--- config.mk ---
export PLATFORM = sky130hd
export DESIGN_NAME = photogate_pendulum_timer
export DESIGN_NICKNAME = d
export VERILOG_FILES = /design/src/pgpt_pkg.sv /design/src/pgpt_div.sv /design/src/pgpt_ctrl.sv /design/src/photogate_pendulum_timer.sv
export SDC_FILE = /design/constraint.sdc
export NUM_CORES = 2
export LEC_CHECK = 0
export ABC_AREA = 1
export BUFFER_PORTS_ARGS = -buffer_cell sky130_fd_sc_hd__buf_2
export CORE_MARGIN = 2
export CORE_UTILIZATION = 55
export CTS_CLUSTER_SIZE = 25
export DETAILED_ROUTE_END_ITERATION = 10
export PLACE_DENSITY = 0.77
export SLEW_MARGIN = 20
export SYNTH_ARGS = -nofsm -noshare
export SYNTH_HDL_FRONTEND = slang
export SYNTH_HIERARCHICAL = 1
export SYNTH_SLANG_ARGS = --single-unit
--- constraint.sdc ---
create_clock -name i_clk -period 8 [get_ports i_clk]
set_clock_uncertainty 0.1 [all_clocks]
set_input_delay 0 -clock i_clk [delete_from_list [all_inputs] [get_ports i_clk]]
set_output_delay 0 -clock i_clk [all_outputs]
set_load 0.02 [all_outputs]
--- src/pgpt_pkg.sv ---
// shared types, codes and helpers for the photogate pendulum timer
package pgpt_pkg;

    localparam int TIME_BITS_DEF = 32;
    localparam int CFG_IDX_BITS  = 2;
    localparam int CFG_DATA_BITS = 64;
    localparam logic [5:0] STOP_TIMEOUT_RST = 6'd50;

    // register indexes on the configuration port
    localparam logic [CFG_IDX_BITS-1:0] CFG_SHORT_THR = 2'd0;
    localparam logic [CFG_IDX_BITS-1:0] CFG_SPEED_NUM = 2'd1;
    localparam logic [CFG_IDX_BITS-1:0] CFG_GRAV_NUM  = 2'd2;
    localparam logic [CFG_IDX_BITS-1:0] CFG_STOP_TMO  = 2'd3;

    localparam logic [2:0] ACT_GATE  = 3'd0;
    localparam logic [2:0] ACT_TICK  = 3'd1;
    localparam logic [2:0] ACT_START = 3'd2;
    localparam logic [2:0] ACT_STOP  = 3'd3;
    localparam logic [2:0] ACT_RESET = 3'd4;

    localparam logic [1:0] MODE_UNKNOWN = 2'd0;
    localparam logic [1:0] MODE_SHORT   = 2'd1;
    localparam logic [1:0] MODE_LONG    = 2'd2;

    localparam logic [1:0] DIR_UNKNOWN  = 2'd0;
    localparam logic [1:0] DIR_FORWARD  = 2'd1;
    localparam logic [1:0] DIR_BACKWARD = 2'd2;

    localparam logic [1:0] MOT_UNKNOWN = 2'd0;
    localparam logic [1:0] MOT_MOVING  = 2'd1;
    localparam logic [1:0] MOT_STOPPED = 2'd2;

    localparam logic [1:0] PHASE_DONE = 2'd2;

    localparam int DIV_WIDE_STEPS   = 64;
    localparam int DIV_NARROW_STEPS = 32;
    localparam int DIV_CNT_BITS     = $clog2(DIV_WIDE_STEPS + 1);

    localparam logic [31:0] SAT32 = 32'hFFFF_FFFF;

    typedef struct packed {
        logic [2:0]  action;
        logic        gate_dark;
        logic [31:0] timestamp;
        logic        source_on;
    } t_in_item;

    typedef struct packed {
        logic [1:0]  swing_mode;
        logic [1:0]  direction;
        logic [1:0]  motion;
        logic [31:0] period_ticks;
        logic [31:0] speed;
        logic [31:0] gravity;
        logic        new_point;
        logic [31:0] recent_half;
        logic [31:0] earlier_half;
    } t_out_item;

    typedef struct packed {
        logic [31:0] short_thr;
        logic [31:0] speed_num;
        logic [63:0] grav_num;
        logic [5:0]  stop_tmo;
    } t_cfg;

    typedef struct packed {
        logic        start;
        logic        narrow;
        logic [63:0] dividend;
        logic [31:0] divisor;
    } t_div_req;

    typedef struct packed {
        logic        done;
        logic [63:0] quotient;
    } t_div_rsp;

    typedef enum logic [2:0] {
        ST_IDLE,
        ST_EXEC,
        ST_GDIV1,
        ST_GDIV2,
        ST_SDIV,
        ST_PUSH
    } t_state;

    function automatic logic [31:0] sat32(input logic [63:0] v);
        logic [31:0] r;
        r = (v[63:32] != 32'd0) ? SAT32 : v[31:0];
        return r;
    endfunction

endpackage

--- src/pgpt_div.sv ---
// shared restoring divider, one quotient bit per cycle
module pgpt_div (
    input  logic               i_clk,
    input  logic               i_rst_n,
    input  pgpt_pkg::t_div_req i_req,
    output pgpt_pkg::t_div_rsp o_rsp
);
    import pgpt_pkg::*;

    logic [31:0]             r_rem, n_rem;
    logic [63:0]             r_quo, n_quo;
    logic [31:0]             r_den, n_den;
    logic [DIV_CNT_BITS-1:0] r_cnt, n_cnt;
    logic                    r_busy, n_busy;
    logic                    r_done, n_done;

    logic [32:0] rr;
    logic [32:0] diff;
    logic        ge;

    assign rr   = {r_rem, r_quo[63]};
    assign ge   = rr >= {1'b0, r_den};
    assign diff = rr - {1'b0, r_den};

    always_comb begin
        n_rem  = r_rem;
        n_quo  = r_quo;
        n_den  = r_den;
        n_cnt  = r_cnt;
        n_busy = r_busy;
        n_done = 1'b0;
        if (i_req.start) begin
            n_rem  = 32'd0;
            n_den  = i_req.divisor;
            n_busy = 1'b1;
            if (i_req.narrow) begin
                // narrow dividend sits on top so only half the steps are needed
                n_quo = {i_req.dividend[31:0], 32'd0};
                n_cnt = DIV_CNT_BITS'(DIV_NARROW_STEPS);
            end else begin
                n_quo = i_req.dividend;
                n_cnt = DIV_CNT_BITS'(DIV_WIDE_STEPS);
            end
        end else if (r_busy) begin
            n_rem = ge ? diff[31:0] : rr[31:0];
            n_quo = {r_quo[62:0], ge};
            n_cnt = r_cnt - DIV_CNT_BITS'(1);
            if (r_cnt == DIV_CNT_BITS'(1)) begin
                n_busy = 1'b0;
                n_done = 1'b1;
            end
        end
    end

    always_ff @(posedge i_clk) begin
        r_rem <= n_rem;
        r_quo <= n_quo;
        r_den <= n_den;
        if (!i_rst_n) begin
            r_cnt  <= '0;
            r_busy <= 1'b0;
            r_done <= 1'b0;
        end else begin
            r_cnt  <= n_cnt;
            r_busy <= n_busy;
            r_done <= n_done;
        end
    end

    assign o_rsp.done     = r_done;
    assign o_rsp.quotient = r_quo;

    a_start_busy: assert property (@(posedge i_clk) disable iff (!i_rst_n)
        i_req.start |=> r_busy)
        else $error("divider did not start");
    a_done_idle: assert property (@(posedge i_clk) disable iff (!i_rst_n)
        r_done |-> !r_busy)
        else $error("divider done while still busy");
    a_busy_cnt: assert property (@(posedge i_clk) disable iff (!i_rst_n)
        r_busy |-> r_cnt != '0)
        else $error("divider busy with empty step count");

endmodule

--- src/pgpt_ctrl.sv ---
// timing state, swing classification and sequencer around the shared divider
module pgpt_ctrl #(
    parameter int TIME_BITS = pgpt_pkg::TIME_BITS_DEF
) (
    input  logic                i_clk,
    input  logic                i_rst_n,
    input  logic                i_in_valid,
    output logic                o_in_stall,
    input  pgpt_pkg::t_in_item  i_in_data,
    output logic                o_out_valid,
    input  logic                i_out_stall,
    output pgpt_pkg::t_out_item o_out_data,
    input  pgpt_pkg::t_cfg      i_cfg,
    output pgpt_pkg::t_div_req  o_div_req,
    input  pgpt_pkg::t_div_rsp  i_div_rsp
);
    import pgpt_pkg::*;

    t_state    r_state, n_state;
    t_in_item  r_item, n_item;
    t_out_item r_out_data, n_out_data;
    logic      r_out_vld, n_out_vld;

    logic                 r_restart, n_restart;
    logic [TIME_BITS-1:0] r_last_dark, n_last_dark;
    logic [31:0]          r_half_recent, n_half_recent;
    logic [31:0]          r_half_earlier, n_half_earlier;
    logic [1:0]           r_phase, n_phase;
    logic [1:0]           r_mode, n_mode;
    logic [1:0]           r_dir, n_dir;
    logic [1:0]           r_motion, n_motion;
    logic [5:0]           r_cd, n_cd;
    logic                 r_acq, n_acq;
    logic [31:0]          r_period, n_period;
    logic [31:0]          r_speed, n_speed;
    logic [31:0]          r_grav, n_grav;
    logic                 r_point, n_point;

    logic [TIME_BITS-1:0] ts_t;
    logic [TIME_BITS-1:0] span;
    logic [31:0]          span_sat;
    logic [32:0]          half_sum;
    logic                 speed_ok;

    assign ts_t     = TIME_BITS'(r_item.timestamp);
    assign span     = ts_t - r_last_dark;
    assign span_sat = sat32(64'(span));
    assign half_sum = {1'b0, span_sat} + {1'b0, r_half_recent};
    assign speed_ok = (span != '0) && (64'(span) < 64'(i_cfg.short_thr))
                      && (r_mode == MODE_LONG);

    always_comb begin
        n_state        = r_state;
        n_item         = r_item;
        n_out_data     = r_out_data;
        n_out_vld      = r_out_vld;
        n_restart      = r_restart;
        n_last_dark    = r_last_dark;
        n_half_recent  = r_half_recent;
        n_half_earlier = r_half_earlier;
        n_phase        = r_phase;
        n_mode         = r_mode;
        n_dir          = r_dir;
        n_motion       = r_motion;
        n_cd           = r_cd;
        n_acq          = r_acq;
        n_period       = r_period;
        n_speed        = r_speed;
        n_grav         = r_grav;
        n_point        = r_point;
        o_div_req      = '0;

        if (r_out_vld && !i_out_stall) begin
            n_out_vld = 1'b0;
        end

        case (r_state)
            ST_IDLE: begin
                if (i_in_valid) begin
                    n_item  = i_in_data;
                    n_state = ST_EXEC;
                end
            end
            ST_EXEC: begin
                n_point = 1'b0;
                n_state = ST_PUSH;
                case (r_item.action)
                    ACT_GATE: begin
                        n_cd     = i_cfg.stop_tmo;
                        n_motion = MOT_MOVING;
                        if (r_restart && r_item.gate_dark) begin
                            n_restart      = 1'b0;
                            n_last_dark    = ts_t;
                            n_half_recent  = 32'd0;
                            n_half_earlier = 32'd0;
                            n_dir          = DIR_UNKNOWN;
                            n_phase        = 2'd0;
                        end else if (r_item.gate_dark) begin
                            n_last_dark    = ts_t;
                            n_half_earlier = r_half_recent;
                            n_half_recent  = span_sat;
                            if (span_sat != 32'd0 && r_half_recent != 32'd0) begin
                                if (span_sat >= i_cfg.short_thr) begin
                                    n_mode   = MODE_SHORT;
                                    n_period = span_sat;
                                    n_dir    = DIR_UNKNOWN;
                                    n_phase  = PHASE_DONE;
                                end else if (r_half_recent >= i_cfg.short_thr) begin
                                    n_mode  = MODE_SHORT;
                                    n_dir   = DIR_UNKNOWN;
                                    n_phase = 2'd0;
                                end else begin
                                    n_mode   = MODE_LONG;
                                    n_period = sat32(64'(half_sum));
                                    n_phase  = r_phase + 2'd1;
                                    n_dir    = (span_sat > r_half_recent) ?
                                               DIR_BACKWARD : DIR_FORWARD;
                                end
                            end
                            if (n_phase == PHASE_DONE) begin
                                n_phase = 2'd0;
                                if (r_acq) begin
                                    // g = numerator / period / period
                                    n_point            = 1'b1;
                                    o_div_req.start    = 1'b1;
                                    o_div_req.narrow   = 1'b0;
                                    o_div_req.dividend = i_cfg.grav_num;
                                    o_div_req.divisor  = n_period;
                                    n_state            = ST_GDIV1;
                                end
                            end
                        end else if (speed_ok) begin
                            o_div_req.start    = 1'b1;
                            o_div_req.narrow   = 1'b1;
                            o_div_req.dividend = {32'd0, i_cfg.speed_num};
                            o_div_req.divisor  = span_sat;
                            n_state            = ST_SDIV;
                        end else begin
                            n_speed = 32'd0;
                        end
                    end
                    ACT_TICK: begin
                        if (r_item.source_on && r_cd != 6'd0) begin
                            n_cd = r_cd - 6'd1;
                        end
                        if (!r_item.source_on) begin
                            n_cd     = i_cfg.stop_tmo;
                            n_motion = MOT_UNKNOWN;
                            n_dir    = DIR_UNKNOWN;
                            n_mode   = MODE_UNKNOWN;
                        end
                        if (n_cd == 6'd0) begin
                            n_motion = MOT_STOPPED;
                            n_dir    = DIR_UNKNOWN;
                            n_mode   = MODE_UNKNOWN;
                        end
                    end
                    ACT_START: begin
                        n_acq = 1'b1;
                    end
                    ACT_STOP: begin
                        n_acq  = 1'b0;
                        n_grav = 32'd0;
                    end
                    ACT_RESET: begin
                        n_restart = 1'b1;
                        n_mode    = MODE_UNKNOWN;
                        n_acq     = 1'b0;
                        n_grav    = 32'd0;
                    end
                    default: begin
                    end
                endcase
            end
            ST_GDIV1: begin
                if (i_div_rsp.done) begin
                    o_div_req.start    = 1'b1;
                    o_div_req.narrow   = 1'b0;
                    o_div_req.dividend = i_div_rsp.quotient;
                    o_div_req.divisor  = r_period;
                    n_state            = ST_GDIV2;
                end
            end
            ST_GDIV2: begin
                if (i_div_rsp.done) begin
                    n_grav  = sat32(i_div_rsp.quotient);
                    n_state = ST_PUSH;
                end
            end
            ST_SDIV: begin
                if (i_div_rsp.done) begin
                    n_speed = sat32(i_div_rsp.quotient);
                    n_state = ST_PUSH;
                end
            end
            ST_PUSH: begin
                // output register is free or being emptied this cycle
                if (!r_out_vld || !i_out_stall) begin
                    n_out_data.swing_mode   = r_mode;
                    n_out_data.direction    = r_dir;
                    n_out_data.motion       = r_motion;
                    n_out_data.period_ticks = r_period;
                    n_out_data.speed        = r_speed;
                    n_out_data.gravity      = r_grav;
                    n_out_data.new_point    = r_point;
                    n_out_data.recent_half  = r_half_recent;
                    n_out_data.earlier_half = r_half_earlier;
                    n_out_vld               = 1'b1;
                    n_state                 = ST_IDLE;
                end
            end
            default: begin
                n_state = ST_IDLE;
            end
        endcase
    end

    always_ff @(posedge i_clk) begin
        r_item     <= n_item;
        r_out_data <= n_out_data;
        if (!i_rst_n) begin
            r_state        <= ST_IDLE;
            r_out_vld      <= 1'b0;
            r_restart      <= 1'b1;
            r_last_dark    <= '0;
            r_half_recent  <= 32'd0;
            r_half_earlier <= 32'd0;
            r_phase        <= 2'd0;
            r_mode         <= MODE_UNKNOWN;
            r_dir          <= DIR_UNKNOWN;
            r_motion       <= MOT_UNKNOWN;
            r_cd           <= 6'd0;
            r_acq          <= 1'b0;
            r_period       <= 32'd0;
            r_speed        <= 32'd0;
            r_grav         <= 32'd0;
            r_point        <= 1'b0;
        end else begin
            r_state        <= n_state;
            r_out_vld      <= n_out_vld;
            r_restart      <= n_restart;
            r_last_dark    <= n_last_dark;
            r_half_recent  <= n_half_recent;
            r_half_earlier <= n_half_earlier;
            r_phase        <= n_phase;
            r_mode         <= n_mode;
            r_dir          <= n_dir;
            r_motion       <= n_motion;
            r_cd           <= n_cd;
            r_acq          <= n_acq;
            r_period       <= n_period;
            r_speed        <= n_speed;
            r_grav         <= n_grav;
            r_point        <= n_point;
        end
    end

    assign o_in_stall  = (r_state != ST_IDLE);
    assign o_out_valid = r_out_vld;
    assign o_out_data  = r_out_data;

    a_done_waiting: assert property (@(posedge i_clk) disable iff (!i_rst_n)
        i_div_rsp.done |->
            (r_state == ST_GDIV1 || r_state == ST_GDIV2 || r_state == ST_SDIV))
        else $error("divider result arrived with no one waiting");

endmodule

--- src/photogate_pendulum_timer.sv ---
// photogate pendulum timer: configuration registers and block top level
//
//  channel   direction  signals                                  payload
//  input     in         i_in_valid, o_in_stall, i_in_data        t_in_item
//  result    out        o_out_valid, i_out_stall, o_out_data     t_out_item
//  config    in         i_cfg_we, i_cfg_idx, i_cfg_wdata         register write
//
// one transaction in gives one transaction out; the block takes one item at a time
// ticks, commands and plain gate edges: through the execute and push states, no divider
// light edge in long swing, span under the short threshold: one 32-step divider pass
// period completed while acquiring: two 64-step divider passes
// synchronous active-low reset; the input is taken again once the result is
// loaded, even while a stalled result transaction still waits to be taken
module photogate_pendulum_timer #(
    parameter int TIME_BITS = pgpt_pkg::TIME_BITS_DEF
) (
    input  logic                                  i_clk,
    input  logic                                  i_rst_n,
    input  logic                                  i_in_valid,
    output logic                                  o_in_stall,
    input  pgpt_pkg::t_in_item                    i_in_data,
    output logic                                  o_out_valid,
    input  logic                                  i_out_stall,
    output pgpt_pkg::t_out_item                   o_out_data,
    input  logic                                  i_cfg_we,
    input  logic [pgpt_pkg::CFG_IDX_BITS-1:0]     i_cfg_idx,
    input  logic [pgpt_pkg::CFG_DATA_BITS-1:0]    i_cfg_wdata
);
    import pgpt_pkg::*;

    logic [31:0] r_short_thr;
    logic [31:0] r_speed_num;
    logic [63:0] r_grav_num;
    logic [5:0]  r_stop_tmo;

    t_cfg     cfg;
    t_div_req div_req;
    t_div_rsp div_rsp;

    always_ff @(posedge i_clk) begin
        if (!i_rst_n) begin
            r_short_thr <= 32'd0;
            r_speed_num <= 32'd0;
            r_grav_num  <= 64'd0;
            r_stop_tmo  <= STOP_TIMEOUT_RST;
        end else if (i_cfg_we) begin
            case (i_cfg_idx)
                CFG_SHORT_THR: r_short_thr <= i_cfg_wdata[31:0];
                CFG_SPEED_NUM: r_speed_num <= i_cfg_wdata[31:0];
                CFG_GRAV_NUM:  r_grav_num  <= i_cfg_wdata[63:0];
                CFG_STOP_TMO:  r_stop_tmo  <= i_cfg_wdata[5:0];
                default: begin
                end
            endcase
        end
    end

    assign cfg.short_thr = r_short_thr;
    assign cfg.speed_num = r_speed_num;
    assign cfg.grav_num  = r_grav_num;
    assign cfg.stop_tmo  = r_stop_tmo;

    pgpt_ctrl #(
        .TIME_BITS (TIME_BITS)
    ) u_ctrl (
        .i_clk       (i_clk),
        .i_rst_n     (i_rst_n),
        .i_in_valid  (i_in_valid),
        .o_in_stall  (o_in_stall),
        .i_in_data   (i_in_data),
        .o_out_valid (o_out_valid),
        .i_out_stall (i_out_stall),
        .o_out_data  (o_out_data),
        .i_cfg       (cfg),
        .o_div_req   (div_req),
        .i_div_rsp   (div_rsp)
    );

    pgpt_div u_div (
        .i_clk   (i_clk),
        .i_rst_n (i_rst_n),
        .i_req   (div_req),
        .o_rsp   (div_rsp)
    );

endmodule
# Word level (Yosys, flattened, before mapping)
# Cells that the tools add are included.
[totals]
register_bits = 688
input_bits = 108
output_inout_bits = 169
elab_cells = 227
[classes]
addsub = 6
n_lt_le_gt_ge = 5
n_eq_ne = 34
muxes = 92
bitwise = 3
n_reduce_logical = 47
[ops]
columns = ["operator", "count"]
rows = [
  ["two-way mux 98 bit", 7],
  ["two-way mux 32 bit", 18],
  ["case mux 98 bit (2 select lines)", 1],
  ["two-way mux 64 bit", 3],
  ["case mux 32 bit (2 select lines)", 2],
  ["nonzero test 32 bit", 3],
  [">= comparator 32 bit", 2],
  ["subtractor 32 bit", 2],
  ["two-way mux 2 bit", 24],
  ["adder 32 x 32 -> 33 bit", 1],
  [">= comparator 33 x 32 -> 1 bit", 1],
  ["> comparator 32 bit", 1],
  ["< comparator 32 bit", 1],
  ["two-way mux 3 bit", 9],
  ["two-way mux 6 bit", 4],
  ["two-way mux 7 bit", 3],
  ["AND reduction 2 bit", 9],
  ["!= test 2 x 1 -> 1 bit (second input constant)", 8],
  ["case mux 3 bit (5 select lines)", 1],
  ["two-way mux 1 bit", 14],
  ["!= test 2 bit (second input constant)", 7],
  ["nonzero test 2 bit", 7],
  ["equality test 3 x 2 -> 1 bit (second input constant)", 4],
  ["case mux 6 bit (2 select lines)", 1],
  ["29 further kinds", 54],
]

# Longest topological paths before layout
[logic_depth]
ltp_word = 16
ltp_mapped = 36
ltp_nobuf = 35

# Modules after synthesis
# The synthesis kept the hierarchy.
[by_module_without_submodules]
columns = ["mod", "instances", "cells_per_inst", "area_per_inst_um2", "seq_area_each_um2"]
rows = [
  ["pgpt_ctrl", 1, 3215, 24143.2, 10390.0],
  ["pgpt_div", 1, 1114, 8433.1, 3703.6],
  ["photogate_pendulum_timer", 1, 853, 5536.6, 2682.6],
]

# Least setup slack after synthesis
# Ideal clock, no wire load.
[synth_path]
path_kind = "register to register"
start = "reg u_ctrl.r_item (netlist bit u_ctrl/ts_t[0])"
end = "reg u_div.r_quo[0] (enable)"
setup_time_ps = 455
arrival_time_ps = 7949
required_ps = 7445
setup_slack_ps = -504
path_stages_with_launch = 31
path_buffers = 2
period_less_slack_ps = 8504
path_cell_list = "edfxtp_1 > inv_1 > ha_1 > fa_1 > inv_1 > nand2_1 > nand2_1 > nand3_1 > nand2_1 > nand2_1 > nand2_1 > nand2_1 > nand2_1 > nand2_1 > nand2_1 > ha_1 > nand4_1 > inv_1 > nand4_1 > inv_1 > nand3_1 > inv_1 > a21oi_1 > nand3_1 > nor4_4 > nand2_1 > buf_2 > o211ai_1 > nor2_1 > inv_1 > clkbuf_1"
[synth_rtl]
columns = ["item", "line_no", "source"]
rows = [
  ["start: declaration", "pgpt_ctrl.sv:20", "t_in_item r_item, n_item;"],
  ["start signal: assignment", "pgpt_ctrl.sv:219", "r_item <= n_item;"],
  ["end signal: assignment", "pgpt_div.sv:57", "r_quo <= n_quo;"],
  ["end: declaration", "pgpt_div.sv:11", "logic [63:0] r_quo, n_quo;"],
]

==> key figures <==
Clock tree
  • CTS max path bufs: 3
  • Worst-path clk slew: 0.06 ns
  • H-tree levels: 3
  • CTS tree: yes
  • Skew-Pair Late Insertion Delay: 0.63 ns
  • Setup Fix Bufs, Post-CTS: 0
  • Num CTS Buffers: between 70 and 80
  • Clock sink count: 688
  • CTS Root Cell: clkbuf_16

Critical path
  • CP Launch Type: flip-flop
  • RR Startpoint: u_ctrl/ts_t[10]
  • Worst r2r dst: u_div/r_quo[10]
  • Worst Path Max Fanout: 64
  • Critical path class: reg -> reg
  • Arrival time worst endpoint: 6.64 ns
  • Critical-path top delay cell: nor2_8
  • FF-to-FF setup slack: about 1.5 ns
  • CP required: 8.19 ns
  • Worst R2R Path Depth: 28
  • Crit end category: flip-flop
  • Critical Path Most Common Cell: nand3_1
  • CP peak stage delay: 0.47 ns

Finish
  • Final #Nets: 5852
  • Finished Cell Area: 44270 um^2
  • Layout Area Growth over Synthesis: 16.16%
  • Final core occ: 0.6455
  • Share of cells above drive strength 1: 0.08888
  • Post-Layout Cell Count: 6536

Die
  • Die Span X: 267.2 um
  • Starting density of the core: 0.5557
  • Die Ht: about 270 um
  • Row cnt: 96
  • Core area: 68590 um^2
  • Top-Level Pins: 277
  • Die area: ~70000 um^2

Timing
  • Final worst path period need: about 6.5 ns
  • Hold Slack: 0.02868 ns
  • Final hold vios: 0
  • RSZ-0062 raised after global routing: no
  • Final period util: 0.8064
  • Worst-Margin Slew: 1.148 ns
  • Final worst slack: about 1.5 ns
  • Setup TNS: 0 ns
  • Count of final setup violators: 0
  • Peak Freq: 0.1550 GHz
  • Slew headroom: 0.2329
  • Final max-slew violation count: 0

Synth
  • Yosys warns: 6
  • Syn Inst Count: slightly above 5000
  • Unique masters post-synth: 56
  • Syn_nets: 5488
  • Post-synthesis async set-or-reset flop share: 0
  • Synth Area per Inst: about 7.4 um^2
  • Sequential share of the synthesized area: 0.4402
  • Top FF cell, synth: dfxtp_1
  • Post-synth EDFFs: 300
  • Synth Cell Area: 38110 um^2
  • #FFs+latches synth: 688

Placement
  • Placed cells: 6238
  • GPL Wtd Cong: between 1 and 1.5
  • Port buffer count: 276
  • Place WS: ~1.7 ns
  • Placed Area: 40190 um^2
  • Post-DP HPWL: approximately 86000 um

Routing
  • DRT Pass-1 Iters: 8
  • DR vias: 35905
  • DR WL/cell: 18.83 um
  • Final ANT Viol Nets: 0
  • Final WL: 123100 um
  • Via density per instance: 5.493
  • DRC Markers: 0
  • Iter 0 DRT Violations: 4174

Power and ir drop
  • Comb power frac: 0.249
  • P_int: 6.635 mW
  • Sequential cell fraction of total power: 0.402
  • Power per cell area: 225.7 nW/um^2
  • Static Leakage: 20.28 nW
  • Net Sw Frac: 0.3358
  • Overall Power: 9.990 mW
  • Clock share of power: 0.350
  • Psw: ~3.4 mW
  • Max VDD drop: 167.0 uV

Global routing
  • Total GRT Usage: 0.3395
  • Initial antenna violation count: 1
  • First-pass GRT wire length: about 190000 um
  • Total gr overflow: 0
  • Pin count of the biggest net entering global routing: 95
  • Vias in the first global route: 33592

Worst hold path
  • Hold Path Depth: 2
  • Min-Delay Startpoint: i_in_data[25]
  • Hold Crit Class: in -> reg
  • WHS Endpoint: u_ctrl/ts_t[24]

Run status
  • Outcome: complete, no violations

Flow run
  • Max_cap viols: 0
[logic make-up after synthesis]
logic type | synth area share
AO/OA/AOI/OAI | 0.1117
XOR/XNOR | 0.01241
adder cells (fa/ha/maj) | 0.06559
AND/OR/NAND/NOR | 0.2640
buffers and inverters | 0.1061
flip-flops | 0.4402
[critical path, delay by kind of cell, from the launching register on]
family / cells / cell delay (ns)
AND/OR/NAND/NOR: 19 / 3.22
buffers and inverters: 6 / 1.33
adder cells (fa/ha/maj): 2 / 0.86
flip-flops: 1 / 0.39
AO/OA/AOI/OAI: 1 / 0.12
[flip-flops by register name, indices dropped and copies added (netlist names), 5 cells and up]
register and cells:
r_grav_num 64, r_short_thr 32, r_speed_num 32, r_stop_tmo 6, u_ctrl/o_out_data 167, u_ctrl/r_cd 6, u_ctrl/r_grav 32, u_ctrl/r_half_earlier 32
u_ctrl/r_half_recent 32, u_ctrl/r_item 5, u_ctrl/r_last_dark 32, u_ctrl/r_period 32, u_ctrl/r_speed 32, u_ctrl/ts_t 32, u_div/r_cnt 7, u_div/r_den 32
u_div/r_quo 64, u_div/r_rem 32
[power groups by stage]
stage,Sequential (mW),Combinational [mW],Clock [mW]
2_1_floorplan,4.15,1.45,0
3_3_place_gp,4.07,2.30,0
3_5_place_dp,4.08,2.31,0
4_1_cts,4.01,2.39,3.52
5_1_grt,4.03,2.69,3.67
6_report,4.01,2.48,3.49
[synthesized netlist by cell type (6+ instances only)]
cell,n,share of area
nand2_1,1523,0.15
inv_1,822,0.081
nor2_1,499,0.049
dfxtp_1,388,0.20
a21oi_1,315,0.041
edfxtp_1,300,0.24
nand3_1,267,0.035
o21ai_0,203,0.027
ha_1,195,0.064
clkbuf_1,107,0.011
buf_2,55,0.0072
o21ai_1,50,0.0066
o22ai_1,48,0.0079
nand4_1,43,0.0071
a211oi_1,35,0.0069
xor2_1,35,0.0080
o221ai_1,34,0.0078
a22oi_1,33,0.0065
nor3_1,31,0.0041
nand3b_1,26,0.0051
xnor2_1,19,0.0044
buf_4,17,0.0033
nand2_2,13,0.0021
nor4_1,12,0.0020
inv_2,11,0.0011
buf_1,9,0.00089
nand3_2,8,0.0021
nor2_2,8,0.0013
o211ai_1,8,0.0016
o21bai_1,7,0.0014
and2_1,6,0.00098
clkinv_1,6,0.00059
[cell usage in the layout, fill, tap and decap left out, types with 41 or more instances in the layout]
cell type      count
edfxtp_1         300
dfxtp_1          388
nand3_1          266
nor2_1           493
o21ai_0          203
nand2_1         1523
nand4_1           43
o22ai_1           48
inv_1            821
buf_2            275
dlygate4sd3_1    164
a21oi_1          314
buf_4             41
o21ai_1           50
ha_1             195
clkbuf_16         75
[layout make-up]
cell class | instances | area [um^2]
Multi-Input combinational cell | 3462 | 17370
Clock buffer | 95 | 1992
Sequential cell | 688 | 16780
Clock inverter | 37 | 449.2
Timing Repair Buffer | 482 | 3357
Antenna cell | 2 | 5.005
Inverter | 839 | 3157
Fill cell | 5866 | 24310
Tap cell | 931 | 1165
[worst max path at each step]
| stage | startpoint | end |
|---|---|---|
| final | u_ctrl/ts_t[10] | u_div/r_quo[10] |
| after detailed placement | u_ctrl/ts_t[20] | u_div/r_quo[12] |
| after global placement | u_ctrl/ts_t[0] | u_div/r_quo[43] |
| after CTS | u_ctrl/ts_t[20] | u_div/r_quo[6] |
| after global routing | u_ctrl/ts_t[0] | u_div/r_quo[6] |
| after floorplan | u_ctrl/ts_t[0] | u_div/r_quo[0] |
[per-layer routing]
layer,up-vias,wire length [um],global-route usage
li1,17327,-,-
met1,16592,50520,0.4575
met2,1695,55930,0.5396
met3,289,11900,0.06390
met4,2,4679,0.1347
met5,-,62,0
[timing repair]
| item | CTS | global route |
|---|---|---|
| endpoints found under the hold margin | 202 | 0 |
| hold buffers | 164 | 0 |
| gates resized for setup | 0 | 0 |
Power figures use the tool's default switching activity.
